[src/rtl/rrca_pkg.sv]
// ----------------------------------------------------------------------------
// Reorder receiver package
// Widths, constants, types and helpers shared by the reorder receiver.
// ----------------------------------------------------------------------------
package rrca_pkg;

  localparam int unsigned SEQ_W        = 32;
  localparam int unsigned LEN_W        = 11;
  localparam int unsigned HANDLE_W     = 16;
  // The slot index is the low bits of the sequence number, so the window
  // size is a power of two.
  localparam int unsigned WINDOW_SLOTS = 16;
  localparam int unsigned SLOT_W       = $clog2(WINDOW_SLOTS);
  localparam int unsigned QUEUE_DEPTH  = 2;
  localparam int unsigned QPTR_W       = $clog2(QUEUE_DEPTH);

  localparam logic [LEN_W-1:0] HEADER_BYTES = LEN_W'(6);
  localparam logic [LEN_W-1:0] MAX_PAYLOAD  = LEN_W'(1024);
  localparam logic [SEQ_W-1:0] END_MARKER   = '1;
  localparam logic [SEQ_W-1:0] INIT_RESET   = SEQ_W'(1);

  typedef enum logic {
    KIND_ACK     = 1'b0,
    KIND_DELIVER = 1'b1
  } kind_e;

  typedef struct packed {
    logic                is_end;
    logic [SEQ_W-1:0]    seq;
    logic [HANDLE_W-1:0] handle;
    logic [LEN_W-1:0]    bytes;
  } cmd_t;

  function automatic logic [LEN_W-1:0] payload_count(input logic [LEN_W-1:0] total);
    logic [LEN_W-1:0] net;
    net = total - HEADER_BYTES;
    if (total < HEADER_BYTES) begin
      return '0;
    end else if (net > MAX_PAYLOAD) begin
      return MAX_PAYLOAD;
    end
    return net;
  endfunction

endpackage

[src/rtl/rrca_if.sv]
// ----------------------------------------------------------------------------
// Reorder receiver channels
// Valid/ready channels for packet descriptors in and results out.
// ----------------------------------------------------------------------------
interface rrca_in_if;
  logic                         valid;
  logic                         ready;
  logic [rrca_pkg::SEQ_W-1:0]    seq_number;
  logic [rrca_pkg::LEN_W-1:0]    total_length;
  logic [rrca_pkg::HANDLE_W-1:0] payload_handle;

  modport source (output valid, seq_number, total_length, payload_handle, input ready);
  modport sink   (input valid, seq_number, total_length, payload_handle, output ready);
endinterface

interface rrca_out_if;
  logic                         valid;
  logic                         ready;
  logic                         kind;
  logic [rrca_pkg::SEQ_W-1:0]    seq_out;
  logic [rrca_pkg::HANDLE_W-1:0] handle_out;
  logic [rrca_pkg::LEN_W-1:0]    payload_bytes;
  logic                         dropped;
  logic                         last;

  modport source (output valid, kind, seq_out, handle_out, payload_bytes, dropped, last,
                  input ready);
  modport sink   (input valid, kind, seq_out, handle_out, payload_bytes, dropped, last,
                  output ready);
endinterface

[src/rtl/rrca_queue.sv]
// ----------------------------------------------------------------------------
// Reorder receiver command queue
// Short first-in first-out queue of classified commands.
// ----------------------------------------------------------------------------
module rrca_queue (
  input  logic           clk_i,
  input  logic           rst_ni,
  input  logic           push_i,
  input  rrca_pkg::cmd_t push_cmd_i,
  output logic           full_o,
  input  logic           pop_i,
  output logic           valid_o,
  output rrca_pkg::cmd_t head_o
);
  import rrca_pkg::*;

  cmd_t            mem_q [QUEUE_DEPTH];
  logic [QPTR_W:0] wr_ptr_q, wr_ptr_d;
  logic [QPTR_W:0] rd_ptr_q, rd_ptr_d;

  assign valid_o  = (wr_ptr_q != rd_ptr_q);
  assign full_o   = (wr_ptr_q[QPTR_W-1:0] == rd_ptr_q[QPTR_W-1:0]) &&
                    (wr_ptr_q[QPTR_W] != rd_ptr_q[QPTR_W]);
  assign head_o   = mem_q[rd_ptr_q[QPTR_W-1:0]];
  assign wr_ptr_d = (push_i && !full_o) ? wr_ptr_q + 1'b1 : wr_ptr_q;
  assign rd_ptr_d = (pop_i && valid_o) ? rd_ptr_q + 1'b1 : rd_ptr_q;

  always_ff @(posedge clk_i or negedge rst_ni) begin
    if (!rst_ni) begin
      wr_ptr_q <= '0;
      rd_ptr_q <= '0;
    end else begin
      wr_ptr_q <= wr_ptr_d;
      rd_ptr_q <= rd_ptr_d;
    end
  end

  always_ff @(posedge clk_i) begin
    if (push_i && !full_o) begin
      mem_q[wr_ptr_q[QPTR_W-1:0]] <= push_cmd_i;
    end
  end

endmodule

[src/rtl/rrca_front.sv]
// ----------------------------------------------------------------------------
// Reorder receiver front end
// Accepts packet descriptors, classifies them and feeds the command queue.
// ----------------------------------------------------------------------------
module rrca_front (
  input  logic           clk_i,
  input  logic           rst_ni,
  rrca_in_if.sink        pkt_i,
  input  logic           q_full_i,
  output logic           push_o,
  output rrca_pkg::cmd_t push_cmd_o
);
  import rrca_pkg::*;

  logic stg_valid_q, stg_valid_d;
  cmd_t stg_q;
  logic accept;

  assign pkt_i.ready = !stg_valid_q || !q_full_i;
  assign accept      = pkt_i.valid && pkt_i.ready;
  assign push_o      = stg_valid_q && !q_full_i;
  assign push_cmd_o  = stg_q;
  assign stg_valid_d = accept || (stg_valid_q && q_full_i);

  always_ff @(posedge clk_i or negedge rst_ni) begin
    if (!rst_ni) begin
      stg_valid_q <= 1'b0;
    end else begin
      stg_valid_q <= stg_valid_d;
    end
  end

  always_ff @(posedge clk_i) begin
    if (accept) begin
      stg_q.is_end <= (pkt_i.seq_number == END_MARKER);
      stg_q.seq    <= pkt_i.seq_number;
      stg_q.handle <= pkt_i.payload_handle;
      stg_q.bytes  <= payload_count(pkt_i.total_length);
    end
  end

endmodule

[src/rtl/rrca_back.sv]
// ----------------------------------------------------------------------------
// Reorder receiver back end
// Owns the window state and turns each command into its result items.
// ----------------------------------------------------------------------------
module rrca_back (
  input  logic                       clk_i,
  input  logic                       rst_ni,
  input  logic                       cfg_we_i,
  input  logic [rrca_pkg::SEQ_W-1:0] cfg_wdata_i,
  input  logic                       q_valid_i,
  input  rrca_pkg::cmd_t             q_head_i,
  output logic                       q_pop_o,
  rrca_out_if.source                 res_o
);
  import rrca_pkg::*;

  typedef enum logic [1:0] {
    ST_IDLE,
    ST_DRAIN,
    ST_FLUSH
  } state_e;

  state_e                  state_q, state_d;
  logic [SEQ_W-1:0]        init_q, init_d;
  logic [SEQ_W-1:0]        expected_q, expected_d;
  logic [SEQ_W-1:0]        scan_seq_q, scan_seq_d;
  logic [WINDOW_SLOTS-1:0] valid_q, valid_d;

  logic                    out_valid_q, out_valid_d;
  kind_e                   out_kind_q, out_kind_d;
  logic [SEQ_W-1:0]        out_seq_q, out_seq_d;
  logic [HANDLE_W-1:0]     out_handle_q, out_handle_d;
  logic [LEN_W-1:0]        out_bytes_q, out_bytes_d;
  logic                    out_drop_q, out_drop_d;
  logic                    out_last_q, out_last_d;

  logic [HANDLE_W-1:0]     slot_handle_q [WINDOW_SLOTS];
  logic [LEN_W-1:0]        slot_bytes_q  [WINDOW_SLOTS];
  logic                    slot_we;
  logic [SLOT_W-1:0]       slot_wr_ix;
  logic [SLOT_W-1:0]       rd_ix;
  logic [SLOT_W-1:0]       drain_ix;
  logic [SLOT_W-1:0]       scan_ix;
  logic [HANDLE_W-1:0]     rd_handle;
  logic [LEN_W-1:0]        rd_bytes;
  logic [SEQ_W-1:0]        exp_m1;
  logic [SEQ_W-1:0]        ahead_dist;
  logic                    in_window;
  logic                    out_free;
  logic [WINDOW_SLOTS-1:0] scan_bit;

  assign drain_ix   = expected_q[SLOT_W-1:0];
  assign scan_ix    = scan_seq_q[SLOT_W-1:0];
  assign rd_ix      = (state_q == ST_FLUSH) ? scan_ix : drain_ix;
  assign rd_handle  = slot_handle_q[rd_ix];
  assign rd_bytes   = slot_bytes_q[rd_ix];
  assign exp_m1     = expected_q - 1'b1;
  assign ahead_dist = q_head_i.seq - expected_q;
  assign in_window  = (ahead_dist <= SEQ_W'(WINDOW_SLOTS));
  assign out_free   = !out_valid_q || res_o.ready;
  assign scan_bit   = WINDOW_SLOTS'(1) << scan_ix;
  assign slot_wr_ix = q_head_i.seq[SLOT_W-1:0];

  always_comb begin
    state_d      = state_q;
    init_d       = cfg_we_i ? cfg_wdata_i : init_q;
    expected_d   = expected_q;
    scan_seq_d   = scan_seq_q;
    valid_d      = valid_q;
    out_valid_d  = out_valid_q && !res_o.ready;
    out_kind_d   = out_kind_q;
    out_seq_d    = out_seq_q;
    out_handle_d = out_handle_q;
    out_bytes_d  = out_bytes_q;
    out_drop_d   = out_drop_q;
    out_last_d   = out_last_q;
    q_pop_o      = 1'b0;
    slot_we      = 1'b0;

    unique case (state_q)
      ST_IDLE: begin
        if (q_valid_i && out_free) begin
          q_pop_o = 1'b1;
          if (q_head_i.is_end) begin
            if (valid_q == '0) begin
              expected_d = init_q;
            end else begin
              scan_seq_d = expected_q + 1'b1;
              state_d    = ST_FLUSH;
            end
          end else if (q_head_i.seq == expected_q) begin
            out_valid_d  = 1'b1;
            out_kind_d   = KIND_DELIVER;
            out_seq_d    = q_head_i.seq;
            out_handle_d = q_head_i.handle;
            out_bytes_d  = q_head_i.bytes;
            out_drop_d   = 1'b0;
            out_last_d   = 1'b0;
            expected_d   = expected_q + 1'b1;
            state_d      = ST_DRAIN;
          end else begin
            if ((q_head_i.seq > expected_q) && in_window) begin
              slot_we             = 1'b1;
              valid_d[slot_wr_ix] = 1'b1;
            end
            out_valid_d  = 1'b1;
            out_kind_d   = KIND_ACK;
            out_seq_d    = exp_m1;
            out_handle_d = '0;
            out_bytes_d  = '0;
            out_drop_d   = (q_head_i.seq > expected_q) && !in_window;
            out_last_d   = 1'b1;
          end
        end
      end
      ST_DRAIN: begin
        if (out_free) begin
          out_valid_d = 1'b1;
          if (valid_q[drain_ix]) begin
            out_kind_d        = KIND_DELIVER;
            out_seq_d         = expected_q;
            out_handle_d      = rd_handle;
            out_bytes_d       = rd_bytes;
            out_drop_d        = 1'b0;
            out_last_d        = 1'b0;
            valid_d[drain_ix] = 1'b0;
            expected_d        = expected_q + 1'b1;
          end else begin
            out_kind_d   = KIND_ACK;
            out_seq_d    = exp_m1;
            out_handle_d = '0;
            out_bytes_d  = '0;
            out_drop_d   = 1'b0;
            out_last_d   = 1'b1;
            state_d      = ST_IDLE;
          end
        end
      end
      ST_FLUSH: begin
        if (valid_q == '0) begin
          expected_d = init_q;
          state_d    = ST_IDLE;
        end else if (!valid_q[scan_ix]) begin
          scan_seq_d = scan_seq_q + 1'b1;
        end else if (out_free) begin
          out_valid_d  = 1'b1;
          out_kind_d   = KIND_DELIVER;
          out_seq_d    = scan_seq_q;
          out_handle_d = rd_handle;
          out_bytes_d  = rd_bytes;
          out_drop_d   = 1'b0;
          out_last_d   = ((valid_q & ~scan_bit) == '0);
          valid_d      = valid_q & ~scan_bit;
          scan_seq_d   = scan_seq_q + 1'b1;
        end
      end
      default: begin
        state_d = ST_IDLE;
      end
    endcase
  end

  always_ff @(posedge clk_i or negedge rst_ni) begin
    if (!rst_ni) begin
      state_q      <= ST_IDLE;
      init_q       <= INIT_RESET;
      expected_q   <= INIT_RESET;
      scan_seq_q   <= '0;
      valid_q      <= '0;
      out_valid_q  <= 1'b0;
      out_kind_q   <= KIND_ACK;
      out_seq_q    <= '0;
      out_handle_q <= '0;
      out_bytes_q  <= '0;
      out_drop_q   <= 1'b0;
      out_last_q   <= 1'b0;
    end else begin
      state_q      <= state_d;
      init_q       <= init_d;
      expected_q   <= expected_d;
      scan_seq_q   <= scan_seq_d;
      valid_q      <= valid_d;
      out_valid_q  <= out_valid_d;
      out_kind_q   <= out_kind_d;
      out_seq_q    <= out_seq_d;
      out_handle_q <= out_handle_d;
      out_bytes_q  <= out_bytes_d;
      out_drop_q   <= out_drop_d;
      out_last_q   <= out_last_d;
    end
  end

  always_ff @(posedge clk_i) begin
    if (slot_we) begin
      slot_handle_q[slot_wr_ix] <= q_head_i.handle;
      slot_bytes_q[slot_wr_ix]  <= q_head_i.bytes;
    end
  end

  assign res_o.valid         = out_valid_q;
  assign res_o.kind          = out_kind_q;
  assign res_o.seq_out       = out_seq_q;
  assign res_o.handle_out    = out_handle_q;
  assign res_o.payload_bytes = out_bytes_q;
  assign res_o.dropped       = out_drop_q;
  assign res_o.last          = out_last_q;

endmodule

[src/rtl/reorder_receiver_cumulative_ack_top.sv]
// ----------------------------------------------------------------------------
// Reorder receiver with cumulative acknowledgments
// Puts packet descriptors back in sequence order and issues acks.
// ----------------------------------------------------------------------------
// Packet descriptors enter on pkt_i and result items leave on res_o, both
// valid/ready channels. Each result item is either a delivery of a packet in
// sequence order or an ack to send; the last item of each input is marked.
// An accepted input passes through the front register and the command queue
// before the back end registers its first result. An old, duplicate,
// buffered or dropped packet yields one ack. An in-order packet is delivered,
// then each buffered packet it releases, then an ack. An end marker with
// nothing buffered yields no item; otherwise the back end delivers each
// buffered packet in sequence order. The back end runs one command at a time.
// The initial expected number is written through cfg_we_i and cfg_wdata_i
// and takes effect at the next end marker.
// Reset clears all slot valid bits and sets the expected number and the
// initial expected register to one. When the receiver stalls, the result
// register holds its item, the back end waits, the two-entry command queue
// and the front register fill, and then pkt_i.ready falls.
module reorder_receiver_cumulative_ack_top (
  input  logic                       clk_i,
  input  logic                       rst_ni,
  input  logic                       cfg_we_i,
  input  logic [rrca_pkg::SEQ_W-1:0] cfg_wdata_i,
  rrca_in_if.sink                    pkt_i,
  rrca_out_if.source                 res_o
);
  import rrca_pkg::*;

  logic q_full;
  logic q_push;
  logic q_pop;
  logic q_valid;
  cmd_t push_cmd;
  cmd_t head_cmd;

  rrca_front u_front (
    .clk_i      (clk_i),
    .rst_ni     (rst_ni),
    .pkt_i      (pkt_i),
    .q_full_i   (q_full),
    .push_o     (q_push),
    .push_cmd_o (push_cmd)
  );

  rrca_queue u_queue (
    .clk_i      (clk_i),
    .rst_ni     (rst_ni),
    .push_i     (q_push),
    .push_cmd_i (push_cmd),
    .full_o     (q_full),
    .pop_i      (q_pop),
    .valid_o    (q_valid),
    .head_o     (head_cmd)
  );

  rrca_back u_back (
    .clk_i       (clk_i),
    .rst_ni      (rst_ni),
    .cfg_we_i    (cfg_we_i),
    .cfg_wdata_i (cfg_wdata_i),
    .q_valid_i   (q_valid),
    .q_head_i    (head_cmd),
    .q_pop_o     (q_pop),
    .res_o       (res_o)
  );

endmodule

[src/flat_wrapper.sv]
// flat-port wrapper written by rule: the top's interface ports become plain ports
module reorder_receiver_cumulative_ack_top_flat import rrca_pkg::*;
  (clk_i, rst_ni, cfg_we_i, cfg_wdata_i, pkt_i_valid, pkt_i_seq_number, pkt_i_total_length, pkt_i_payload_handle, pkt_i_ready, res_o_valid, res_o_kind, res_o_seq_out, res_o_handle_out, res_o_payload_bytes, res_o_dropped, res_o_last, res_o_ready);
  rrca_in_if pkt_i_i ();
  rrca_out_if res_o_i ();
  input  logic clk_i;
  input  logic rst_ni;
  input  logic cfg_we_i;
  input  logic [rrca_pkg::SEQ_W-1:0] cfg_wdata_i;
  input wire logic [$bits(pkt_i_i.valid)-1:0] pkt_i_valid;
  input wire logic [$bits(pkt_i_i.seq_number)-1:0] pkt_i_seq_number;
  input wire logic [$bits(pkt_i_i.total_length)-1:0] pkt_i_total_length;
  input wire logic [$bits(pkt_i_i.payload_handle)-1:0] pkt_i_payload_handle;
  output wire logic [$bits(pkt_i_i.ready)-1:0] pkt_i_ready;
  output wire logic [$bits(res_o_i.valid)-1:0] res_o_valid;
  output wire logic [$bits(res_o_i.kind)-1:0] res_o_kind;
  output wire logic [$bits(res_o_i.seq_out)-1:0] res_o_seq_out;
  output wire logic [$bits(res_o_i.handle_out)-1:0] res_o_handle_out;
  output wire logic [$bits(res_o_i.payload_bytes)-1:0] res_o_payload_bytes;
  output wire logic [$bits(res_o_i.dropped)-1:0] res_o_dropped;
  output wire logic [$bits(res_o_i.last)-1:0] res_o_last;
  input wire logic [$bits(res_o_i.ready)-1:0] res_o_ready;
  assign pkt_i_i.valid = pkt_i_valid;
  assign pkt_i_i.seq_number = pkt_i_seq_number;
  assign pkt_i_i.total_length = pkt_i_total_length;
  assign pkt_i_i.payload_handle = pkt_i_payload_handle;
  assign pkt_i_ready = pkt_i_i.ready;
  assign res_o_valid = res_o_i.valid;
  assign res_o_kind = res_o_i.kind;
  assign res_o_seq_out = res_o_i.seq_out;
  assign res_o_handle_out = res_o_i.handle_out;
  assign res_o_payload_bytes = res_o_i.payload_bytes;
  assign res_o_dropped = res_o_i.dropped;
  assign res_o_last = res_o_i.last;
  assign res_o_i.ready = res_o_ready;
  reorder_receiver_cumulative_ack_top u_core (.clk_i(clk_i), .rst_ni(rst_ni), .cfg_we_i(cfg_we_i), .cfg_wdata_i(cfg_wdata_i), .pkt_i(pkt_i_i), .res_o(res_o_i));
endmodule
[config.mk]
export PLATFORM = sky130hd
export DESIGN_NAME = reorder_receiver_cumulative_ack_top_flat
export DESIGN_NICKNAME = d
export VERILOG_FILES = /design/src/rtl/rrca_pkg.sv /design/src/rtl/rrca_if.sv /design/src/rtl/rrca_queue.sv /design/src/rtl/rrca_front.sv /design/src/rtl/rrca_back.sv /design/src/rtl/reorder_receiver_cumulative_ack_top.sv /design/src/flat_wrapper.sv
export SDC_FILE = /design/constraint.sdc
export NUM_CORES = 1
export LEC_CHECK = 0
export BUFFER_PORTS_ARGS = -buffer_cell sky130_fd_sc_hd__buf_4
export CAP_MARGIN = 0
export CORE_ASPECT_RATIO = 1.75
export CORE_UTILIZATION = 58
export CTS_BUF_LIST = sky130_fd_sc_hd__clkbuf_2
export DETAILED_ROUTE_END_ITERATION = 6
export GPL_TIMING_DRIVEN = 0
export PLACE_DENSITY = 0.79
export SYNTH_ARGS = -nofsm -noshare
export SYNTH_HDL_FRONTEND = slang
export SYNTH_SLANG_ARGS = --single-unit
[constraint.sdc]
create_clock -name clk_i -period 6.1 [get_ports clk_i]
set_clock_uncertainty 0.1 [all_clocks]
set_input_delay 0.305 -clock clk_i [delete_from_list [all_inputs] [get_ports clk_i]]
set_output_delay 0.305 -clock clk_i [all_outputs]
set_load 0.05 [all_outputs]
* Word-level counts from Yosys, hierarchy flattened
Memory sizes are Yosys's and may differ from the RTL's.
Cells that the tools add are included.
** Word-level totals
- Input bits :: 96
- Memories kept :: 3
- Register bits :: 242
- Bits in writable memories :: 552
- Output and inout bits :: 64
** Operators by class
- Bitwise gates (word level) :: 5
- Mux-type cells :: 116
- Shifts and indexed selects :: 1
- $add $sub $neg :: 7
- Equality and inequality tests :: 23
- Magnitude comparators :: 9
- Reduce and logical (&&, ||, !) cells :: 31
** Memories
- u_core.u_back.slot_handle_q :: depth 16, width 16, read ports 1, clocked after memory_dff 0, write ports 1, RTL line rrca_back.sv:37 : logic [HANDLE_W-1:0] slot_handle_q [WINDOW_SLOTS];
- u_core.u_back.slot_bytes_q :: depth 16, width 11, read ports 1, clocked after memory_dff 0, write ports 1, RTL line rrca_back.sv:38 : logic [LEN_W-1:0] slot_bytes_q [WINDOW_SLOTS];
- u_core.u_queue.mem_q :: depth 2, width 60, read ports 1, clocked after memory_dff 0, write ports 1, RTL line rrca_queue.sv:17 : cmd_t mem_q [QUEUE_DEPTH];
** Operator list (number)
- $mux 32 :: 20
- $mux 16 :: 17
- $pmux 32 s3 :: 2
- $mux 11 :: 11
- $pmux 16 s3 :: 2
- $add 32x1->32 const B :: 2
- $pmux 32 s2 :: 1
- $mux 1 :: 45
- $pmux 11 s3 :: 1
- $and 16x16->16 :: 2
- $eq 32x32->1 :: 1
- $eq 32x32->1 const B :: 1
- $gt 32x32->1 :: 1
- $le 32x5->1 const B :: 1
- $logic_not 16->1 :: 2
- $not 16->16 :: 2
- $sub 32x1->32 const B :: 1
- $sub 32x32->32 :: 1
- $ne 2x2->1 const B :: 10
- $or 16x16->16 :: 1
- $shl 1x4->16 const A :: 1
- $lt 4x5->1 const B :: 3
- $mux 2 :: 7
- $logic_and 1x1->1 :: 12
- 27 further kinds :: 45

* Longest topological paths before layout
Gate-level depths: netlist (run 1).
An unclocked memory read counts as a cell.
- Depth after elaboration :: 11
- Depth in mapped cells :: 19
- Mapped depth without buffers :: 14

* Modules after synthesis
Synthesis (run 1) repeated with hierarchy kept, for this count alone.
** Second synthesis, totals
- Cells, all modules :: 2731
- Area total of the unflattened synthesis :: 37005.5 um2
** Modules (own cells, without submodules)
- rrca_back :: seq. area each 17404.2 um2, area an instance 30158.9 um2, cells each 2401, instances 1
- rrca_queue :: seq. area each 3703.6 um2, area an instance 4647.0 um2, cells each 217, instances 1
- rrca_front :: seq. area each 1826.8 um2, area an instance 2199.6 um2, cells each 113, instances 1

* Worst setup path after synthesis (run 1)
No wires, ideal clock.
- Path kind :: register to register
- From :: register u_core.u_queue.rd_ptr_q[0]
- To :: memory u_core.u_queue.mem_q[0][0] in the netlist's numbering, enable pin
- Slack :: -507 ps
- Clock period less this slack :: 6607 ps
- Arrival time :: 5943 ps
- Stages on the path, launching flop included :: 6
- Required time :: 5436 ps
- Cells stage by stage :: dfrtp_1 -> buf_1 -> clkbuf_1 -> clkbuf_1 -> nor2_1 -> nor3b_1
** On the way
- Cells in the longest elaborated chain, start to end :: 7
** Ends and longest elaborated chain
- start, declared :: RTL line rrca_queue.sv:19 : logic [QPTR_W:0] rd_ptr_q, rd_ptr_d;
- start signal, assigned :: RTL line rrca_queue.sv:34 : rd_ptr_q <= rd_ptr_d;
- $eq 1x1->1 (*) :: RTL line rrca_queue.sv:22 : assign full_o = (wr_ptr_q[QPTR_W-1:0] == rd_ptr_q[QPTR_W-1:0]) &&
- $logic_and 1x1->1 (*) :: RTL line rrca_queue.sv:22
- $logic_not 1->1 (*) :: RTL line rrca_queue.sv:39, rrca_front.sv:21
- $logic_and 1x1->1 :: RTL line rrca_front.sv:21 : assign push_o = stg_valid_q && !q_full_i;
- $logic_and 1x1->1 (*) :: RTL line rrca_queue.sv:39 : if (push_i && !full_o) begin
- $mux 1 (*) :: RTL line rrca_queue.sv:39
- $mux 1 (not written as such) (*) :: RTL line rrca_queue.sv:40 : mem_q[wr_ptr_q[QPTR_W-1:0]] <= push_cmd_i;
- end, declared :: RTL line rrca_queue.sv:17
Mark *: on every way between the ends. The rest lies on a longest branch, timed or not.

* Worst setup path in the final report (run 1)
- From :: register u_core.u_queue.rd_ptr_q[0]
- To :: memory u_core.u_back.slot_bytes_q[14][0], enable pin
** On the way
- Cells in the longest elaborated chain, start to end :: 11
** Ends and longest elaborated chain
- $mem_v2 2x60
- $sub 32x32->32 :: RTL line rrca_back.sv:58 : assign ahead_dist = q_head_i.seq - expected_q;
- $le 32x5->1 :: RTL line rrca_back.sv:59 : assign in_window = (ahead_dist <= SEQ_W'(WINDOW_SLOTS));
- $logic_and 1x1->1 :: RTL line rrca_back.sv:102 : if ((q_head_i.seq > expected_q) && in_window) begin
- $mux 1 :: RTL line rrca_back.sv:102
- $mux 1 :: RTL line rrca_back.sv:91 : end else if (q_head_i.seq == expected_q) begin
- $mux 1 :: RTL line rrca_back.sv:84 : if (q_head_i.is_end) begin
- $mux 1 :: RTL line rrca_back.sv:82 : if (q_valid_i && out_free) begin
- $mux 1 :: RTL line rrca_back.sv:80 : unique case (state_q)
- $mux 1 :: RTL line rrca_back.sv:194 : if (slot_we) begin
- $mux 1 (not written as such) :: RTL line rrca_back.sv:196 : slot_bytes_q[slot_wr_ix] <= q_head_i.bytes;
- end, declared :: RTL line rrca_back.sv:38
Several ways; a longest one is shown, not always the timed one.

==> flow_metrics.tcl, run 1 <==
set metrics [dict create \
    outcome "finished with violations" \
    failing_checks "design-rule violations" \
    max-clock-path-buffers 3 \
    start_kind "flip-flop" \
    power.ir.vdd_worst_mv 0.537 \
    ys_ff_latch 794 \
    hp-class "in -> reg" \
    synth_nets 2853 \
    initial_utilization 0.588 \
    hpwl_mm 89.2 \
    final-setup-viol-count 0 \
    wire_per_inst_um 31.9 \
    timing.max_cap.violations 0 \
    synth_edf_count 612 \
    cpMostUsedCell "sky130_fd_sc_hd__buf_4" \
    num_vias 28800 \
    cts_sinks 794 \
    grt_pass1_vias 29700 \
    grt.overflow.total 0 \
    clock-root-buffer "sky130_fd_sc_hd__clkbuf_2" \
    cts_clk_pin_slew_worst_paths_ps 130 \
    finalSetupTns_ps 0 \
    first_iter_violations 3280 \
    fmax_mhz 166 \
    async_set_reset_flop_share_out_of_synthesis 0.229 \
    critical-path-top-delay-family "simple AND/OR/NAND/NOR gates" \
    post-route-util 0.701 \
    routed_wirelength_mm 136 \
    detail-route-antenna-nets 0 \
    finalCritPeriodShare 0.987 \
    grt_usage 0.432 \
    port-buffer-count 158 \
    layout_cells_sized_above_1 0.216 \
    fp.dieW_um 192 \
    timing.slew.headroom 0.0964 \
    layout-area-overhead-vs-synth_pct 19.3 \
    synth_largest_type_area_fraction 0.501 \
    syn-instance-count 2710 \
    ios 160 \
    critical_path.slowest_cell "sky130_fd_sc_hd__a2111oi_0" \
    total_number_of_placement_rows 121 \
    tritoncts.num_buffers 168 \
    number_of_h_tree_levels 4 \
    grt_setup_unrepaired "no" \
    critical_path.cell_chain "buf_4 -> clkbuf_2 -> mux2_2 -> ha_1 -> nand4_2 -> nor3_2 -> o21ai_1 -> and3_1 -> a2111oi_0 -> nand2_1 -> nor4_1 -> nand3b_1 -> nor4_4 -> buf_4 -> nand3_2 -> nor2_4 -> buf_12" \
    wire_length_of_the_first_global_routing_pass_mm 193 \
    nets 3465 \
    die-area_sq_um 64200 \
    slowest_delay_ps 610 \
    antenna_found_initial 2 \
    synth_seq_area_share 0.626 \
    tightestPinTransition_ps 1320 \
    power.total_mw 25.8 \
    synth_most_common_cell "sky130_fd_sc_hd__edfxtp_1" \
    drt-pass1-iter-count 7 \
    synth_top_cells_by_count "sky130_fd_sc_hd__edfxtp_1 (612), sky130_fd_sc_hd__nand2_1 (200), sky130_fd_sc_hd__dfrtp_1 (180), sky130_fd_sc_hd__o21ai_0 (179), sky130_fd_sc_hd__a21oi_1 (172)" \
    dp_slack_ps -1990 \
    grt_max_degree 121 \
    clk_latency_ps 1410 \
    critical_path_arrival_ps 6900 \
    setup.worst_path.end_class "flip-flop" \
    critical_path.n_buffers_inverters 4 \
    post_dp_cell_area_sq_um 39500 \
    timing.final.hold_violations 0 \
    final_period_minus_worst_setup_slack_ps 6020 \
    worst_ep_required_time_ps 6980 \
    filler_cells 4187 \
    ys_warn_count 0 \
    postSynthAreaPerCell_sq_um 13.5 \
    ys_top_cells_by_area "sky130_fd_sc_hd__edfxtp_1 (50%), sky130_fd_sc_hd__dfrtp_1 (12%), sky130_fd_sc_hd__mux4_2 (7.3%)" \
    avgViaCountPerCell 6.77 \
    post_synth_num_cell_types 90 \
    power_per_cell_area_nw_per_um2 590 \
    place_congestion 1.06 \
    yosysTopAreaCell "sky130_fd_sc_hd__edfxtp_1" \
    tritoncts_clock_tree "yes" \
    leakage_nw 15.9 \
    post-route-drc-count 1 \
    cp_max_fo 24 \
    post_synth_instance_area_sq_um 36600 \
    timing_max_transition_violations_final 0 \
    dominantRegCellSynth "sky130_fd_sc_hd__edfxtp_1" \
    worst-setup-path-type "reg -> reg" \
    die_h_um 335 \
    postLayoutSetupSlackWorst_ps 79.0 \
    placeableCoreArea_sq_um 62400 \
    final_cell_area_sq_um 43700 \
]
repair_timing:
item,4_1_cts,5_1_grt
setup endpoints to repair,516,378
pin swaps,14,1
hold buffers,242,0
resized for setup,13,3
hold endpoints to repair,341,0
buffers inserted,14,6
through the flow:
stage | hold slack [ps] | std cells
2_1_floorplan | -90.6 | 2710
3_3_place_gp | 323 | 3667
3_5_place_dp | 193 | 3690
4_1_cts | 88.2 | 4246
5_1_grt | 60.0 | 4253
6_report | 120 | 4254
registers in the layout (all words and copies together) (netlist names), 11 cells and up:
| signal | cells |
|---|---|
| u_core.u_front.push_cmd_o | 60 |
| u_core.u_back.init_q | 32 |
| u_core.u_back.slot_handle_q | 256 |
| u_core.u_back.res_o.payload_bytes | 11 |
| u_core.u_back.slot_bytes_q | 176 |
| u_core.u_back.scan_seq_q | 32 |
| u_core.u_queue.mem_q | 120 |
| u_core.u_back.expected_q | 32 |
| u_core.u_back.valid_q | 16 |
| u_core.u_back.res_o.seq_out | 32 |
| u_core.u_back.res_o.handle_out | 16 |
worst reg2reg max path, delay by kind of cell (launching register included):
family	cells	cell delay, ps
DFF	1	490
AOI/OAI and AO/OA	2	780
muxes	1	480
and+or+nand+nor	9	2320
buffers and inverters	4	990
adders and majority gates	1	450
area by class of cell:
type | count | area (sq um) | share of cell area
Antenna cell | 2 | 5.00 | 0.000115
Buffer | 164 | 662 | 0.0151
Clock buffer | 233 | 1170 | 0.0267
Clock inverter | 68 | 382 | 0.00873
Inverter | 61 | 229 | 0.00524
Multi-Input combinational cell | 1689 | 13000 | 0.298
Sequential cell | 794 | 22900 | 0.525
Tap cell | 799 | 1000 | 0.0229
Timing Repair Buffer | 444 | 4310 | 0.0987
where the power goes:
group | internal [mW] | switching, mW
clock | 1.18 | 2.18
sequential | 7.41 | 0.875
combinational | 4.50 | 9.66
total | 13.1 | 12.7
final timing paths:
kind,start,to,slack (ps),cells after the start
max reg2reg,u_core.u_queue.rd_ptr_q[0],u_core.u_back.slot_bytes_q[14][0],80,17
min,pkt_i_payload_handle[15],u_core.u_front.push_cmd_o[26],120,3
max in group asynchronous,rst_ni,u_core.u_back.init_q[2],4410,6
max,u_core.u_queue.rd_ptr_q[0],u_core.u_back.slot_bytes_q[14][0],80,17
min reg2reg,u_core.u_front.push_cmd_o[29],u_core.u_queue.mem_q[0][29],320,0
min in group asynchronous,rst_ni,u_core.u_back.res_o.seq_out[8],470,5
logic make-up after synthesis:
kind of cell / Yosys count / synth area share
simple gates: 634 / 0.0848
xor+xnor: 74 / 0.0177
buf+inv: 227 / 0.0242
flops: 794 / 0.626
mux: 260 / 0.115
fa+ha+maj: 47 / 0.0160
compound gates: 674 / 0.117
metal layers:
layer	vias to the layer above	global-route usage	routed length (um)
met1	13900	0.424	40200
li1	11900	-	-
met4	0	0.430	16000
met3	775	0.113	12200
met5	-	0	0
met2	2193	0.718	67300
layout by cell type (no fill, tap or decap), types with 27 or more instances in the layout:
master	n
sky130_fd_sc_hd__xnor2_1	63
sky130_fd_sc_hd__buf_4	177
sky130_fd_sc_hd__nor2b_1	35
sky130_fd_sc_hd__clkinv_1	55
sky130_fd_sc_hd__nor3_1	38
sky130_fd_sc_hd__clkbuf_1	121
sky130_fd_sc_hd__nor2_1	118
sky130_fd_sc_hd__mux2_2	97
sky130_fd_sc_hd__ha_1	47
sky130_fd_sc_hd__dfrtp_1	179
sky130_fd_sc_hd__mux4_2	118
sky130_fd_sc_hd__o21ai_0	179
sky130_fd_sc_hd__mux2i_1	45
sky130_fd_sc_hd__dlygate4sd3_1	241
sky130_fd_sc_hd__inv_1	54
sky130_fd_sc_hd__o22ai_1	42
sky130_fd_sc_hd__edfxtp_1	612
sky130_fd_sc_hd__a21oi_1	169
sky130_fd_sc_hd__and3_1	27
sky130_fd_sc_hd__clkbuf_2	237
sky130_fd_sc_hd__nand3_1	58
sky130_fd_sc_hd__nand2_1	198
sky130_fd_sc_hd__nand4_1	33
sky130_fd_sc_hd__a211oi_1	68
Power figures use the tool's default switching activity.
==> run 2, diff against run 1 <==
CAP_MARGIN = 20   (was 0)
PLACE_DENSITY = 0.78   (was 0.79)
==> run 2 against run 1 <==
The flow now finishes without violations. Sequential power about the same. Wire length up 6.9%. Clock-buffer cell count up 9. Register-to-register slack better by 70 ps. Combinational power about the same. Setup slack better by 74 ps. Die area unchanged. Critical path type unchanged. Largest cell class unchanged.
==> flow_metrics.tcl, run 2 (same netlist as run 1, synthesis figures left out) <==
set metrics [dict create \
    timing.final.hold_violations 0 \
    grt_usage 0.461 \
    most-common-layout-cells "sky130_fd_sc_hd__edfxtp_1 (612), sky130_fd_sc_hd__clkbuf_2 (244), sky130_fd_sc_hd__dlygate4sd3_1 (241)" \
    power_switching_mw 13.0 \
    worst-setup-path-type "reg -> reg" \
    routed_wirelength_mm 145 \
    nets 3470 \
    final.hold.worst_slack_ps 78.9 \
    power_frac_clock 0.135 \
    power_report.internal_total_mw 13.3 \
    post_dp_cell_area_sq_um 39600 \
    post-route-drc-count 0 \
    power_per_cell_area_nw_per_um2 599 \
    die_h_um 335 \
    final-setup-viol-count 0 \
    timing.max_cap.violations 0 \
    top_register "u_core.u_back.slot_handle_q" \
    outcome "complete, no violations" \
    final_cell_area_sq_um 43900 \
    tritoncts_clock_tree "yes" \
    leakage_nw 16.0 \
    wire_per_inst_um 34.1 \
    cp_max_fo 25 \
    tightestPinTransition_ps 1170 \
    critical_path_arrival_ps 6800 \
    swShare 0.496 \
    min-delay-start "pkt_i_seq_number[19]" \
    clk_latency_ps 1320 \
    dp_slack_ps -1910 \
    grt.overflow.total 0 \
    timing.slew.headroom 0.219 \
    total_number_of_placement_rows 121 \
    tritoncts.num_buffers 168 \
    grt_pass1_vias 30100 \
    worst_setup_path_startpoint "u_core.u_queue.rd_ptr_q[0]" \
    initial_utilization 0.588 \
    setup.worst_path.end_class "flip-flop" \
    worst_ep_required_time_ps 6950 \
    place_congestion 1.04 \
    min_delay_path_depth 5 \
    multiInputGateArea_sq_um 13000 \
    timing_max_transition_violations_final 0 \
    hp-class "in -> reg" \
    finalCritPeriodShare 0.975 \
    cts_clk_pin_slew_worst_paths_ps 130 \
    hpwl_mm 92.8 \
    fmax_mhz 168 \
    fp.dieW_um 192 \
    area.sequential_sq_um 22900 \
    avgViaCountPerCell 6.94 \
    die-area_sq_um 64200 \
    critical_path.reg2reg.startpoint "u_core.u_queue.rd_ptr_q[0]" \
    max-clock-path-buffers 3 \
    finalSetupTns_ps 0 \
    antenna_found_initial 7 \
    num_vias 29600 \
    power.ir.vdd_worst_mv 0.578 \
    layout-area-overhead-vs-synth_pct 19.8 \
    clock-root-buffer "sky130_fd_sc_hd__clkbuf_2" \
    layout_cells_sized_above_1 0.221 \
    filler_cells 4048 \
    comb_power_share 0.550 \
    wire_length_of_the_first_global_routing_pass_mm 206 \
    postLayoutSetupSlackWorst_ps 153 \
    layout.cells.most_common "sky130_fd_sc_hd__edfxtp_1" \
    placeableCoreArea_sq_um 62400 \
    detail-route-antenna-nets 0 \
    pwr-share-seq 0.315 \
    grt_max_degree 118 \
    reg2reg_depth 18 \
    grt_setup_unrepaired "no" \
    first_iter_violations 3458 \
    power.total_mw 26.3 \
    final_period_minus_worst_setup_slack_ps 5950 \
    drt-pass1-iter-count 6 \
    ios 160 \
    port-buffer-count 158 \
    number_of_h_tree_levels 4 \
    largest_register_ffs 256 \
    start_kind "flip-flop" \
    cts_sinks 794 \
]
[run 2: cell count changes in the layout (fill, tap and decap cells not counted), sizes merged]
cell and delta:
clkbuf +10, clkinv -10, buf +4, clkinvlp -1, inv -2, diode +4
bufinv +2
[run 2: path summary, 6_finish.rpt]
| path | to | slack [ps] |
|---|---|---|
| max | u_core.u_back.slot_handle_q[14][8] | 150 |
| min | u_core.u_front.push_cmd_o[59] | 80 |
| max reg2reg | u_core.u_back.slot_handle_q[14][8] | 150 |
| min reg2reg | u_core.u_queue.mem_q[1][53] | 340 |
| max in group asynchronous | u_core.u_back.scan_seq_q[2] | 4360 |
| min in group asynchronous | u_core.u_back.res_o.seq_out[13] | 500 |
[run 2: critical path, cell delays in order, from the launching register on]
cell	delay (ps)
sky130_fd_sc_hd__dfrtp_4	590
sky130_fd_sc_hd__clkbuf_4	310
sky130_fd_sc_hd__clkbuf_4	330
sky130_fd_sc_hd__mux2_2	420
sky130_fd_sc_hd__ha_1	280
sky130_fd_sc_hd__buf_2	200
sky130_fd_sc_hd__nand2_1	150
sky130_fd_sc_hd__or3_1	520
sky130_fd_sc_hd__nand2b_1	200
sky130_fd_sc_hd__nand3_1	260
sky130_fd_sc_hd__o211a_1	230
sky130_fd_sc_hd__nor3_1	70
sky130_fd_sc_hd__a21boi_0	160
sky130_fd_sc_hd__or4b_1	510
sky130_fd_sc_hd__nor4_4	230
sky130_fd_sc_hd__buf_4	210
sky130_fd_sc_hd__nand3_2	260
sky130_fd_sc_hd__nor2_4	270
sky130_fd_sc_hd__buf_12	250
[run 2: power groups by stage]
stage / Sequential (mW) / Clock, mW / Combinational [mW]
5_1_grt: 8.31 / 3.76 / 15.0
4_1_cts: 8.18 / 3.43 / 13.7
6_report: 8.29 / 3.54 / 14.5
3_3_place_gp: 8.29 / 0 / 13.0
3_5_place_dp: 8.29 / 0 / 13.4
2_1_floorplan: 8.53 / 0 / 8.12
[run 2: per-layer routing]
metal / global-route usage / vias up / wire length (um)
li1: - / 11900 / -
met1: 0.458 / 14300 / 43300
met2: 0.760 / 2444 / 70900
met3: 0.114 / 884 / 13000
met4: 0.473 / 4 / 18000
met5: 0.000785 / - / 21
[run 2: final cells by class]
| type | count | area share |
|---|---|---|
| multi-input cells | 1689 | 0.296 |
| clock inverters | 57 | 0.00912 |
| diodes | 6 | 0.000342 |
| clock buffers | 242 | 0.0276 |
| repair buffers | 448 | 0.101 |
| flip-flops and latches | 794 | 0.522 |
| plain buffers | 165 | 0.0151 |
| inverters | 61 | 0.00521 |
| well taps | 799 | 0.0228 |
[run 2: timing repair]
| item | CTS | global route |
|---|---|---|
| setup endpoints to repair | 502 | 431 |
| hold buffers | 242 | 0 |
| buffers inserted | 14 | 1 |
| endpoints found under the hold margin | 341 | 0 |
| pin swaps | 14 | 2 |
| gates resized for setup | 12 | 6 |
[run 2: per-stage QoR]
step	utilization	instances
after global routing	0.704	4260
final	0.704	4261
after CTS	0.703	4250
after detailed placement	0.635	3696
after global placement	0.623	3667
after floorplan	-	2710
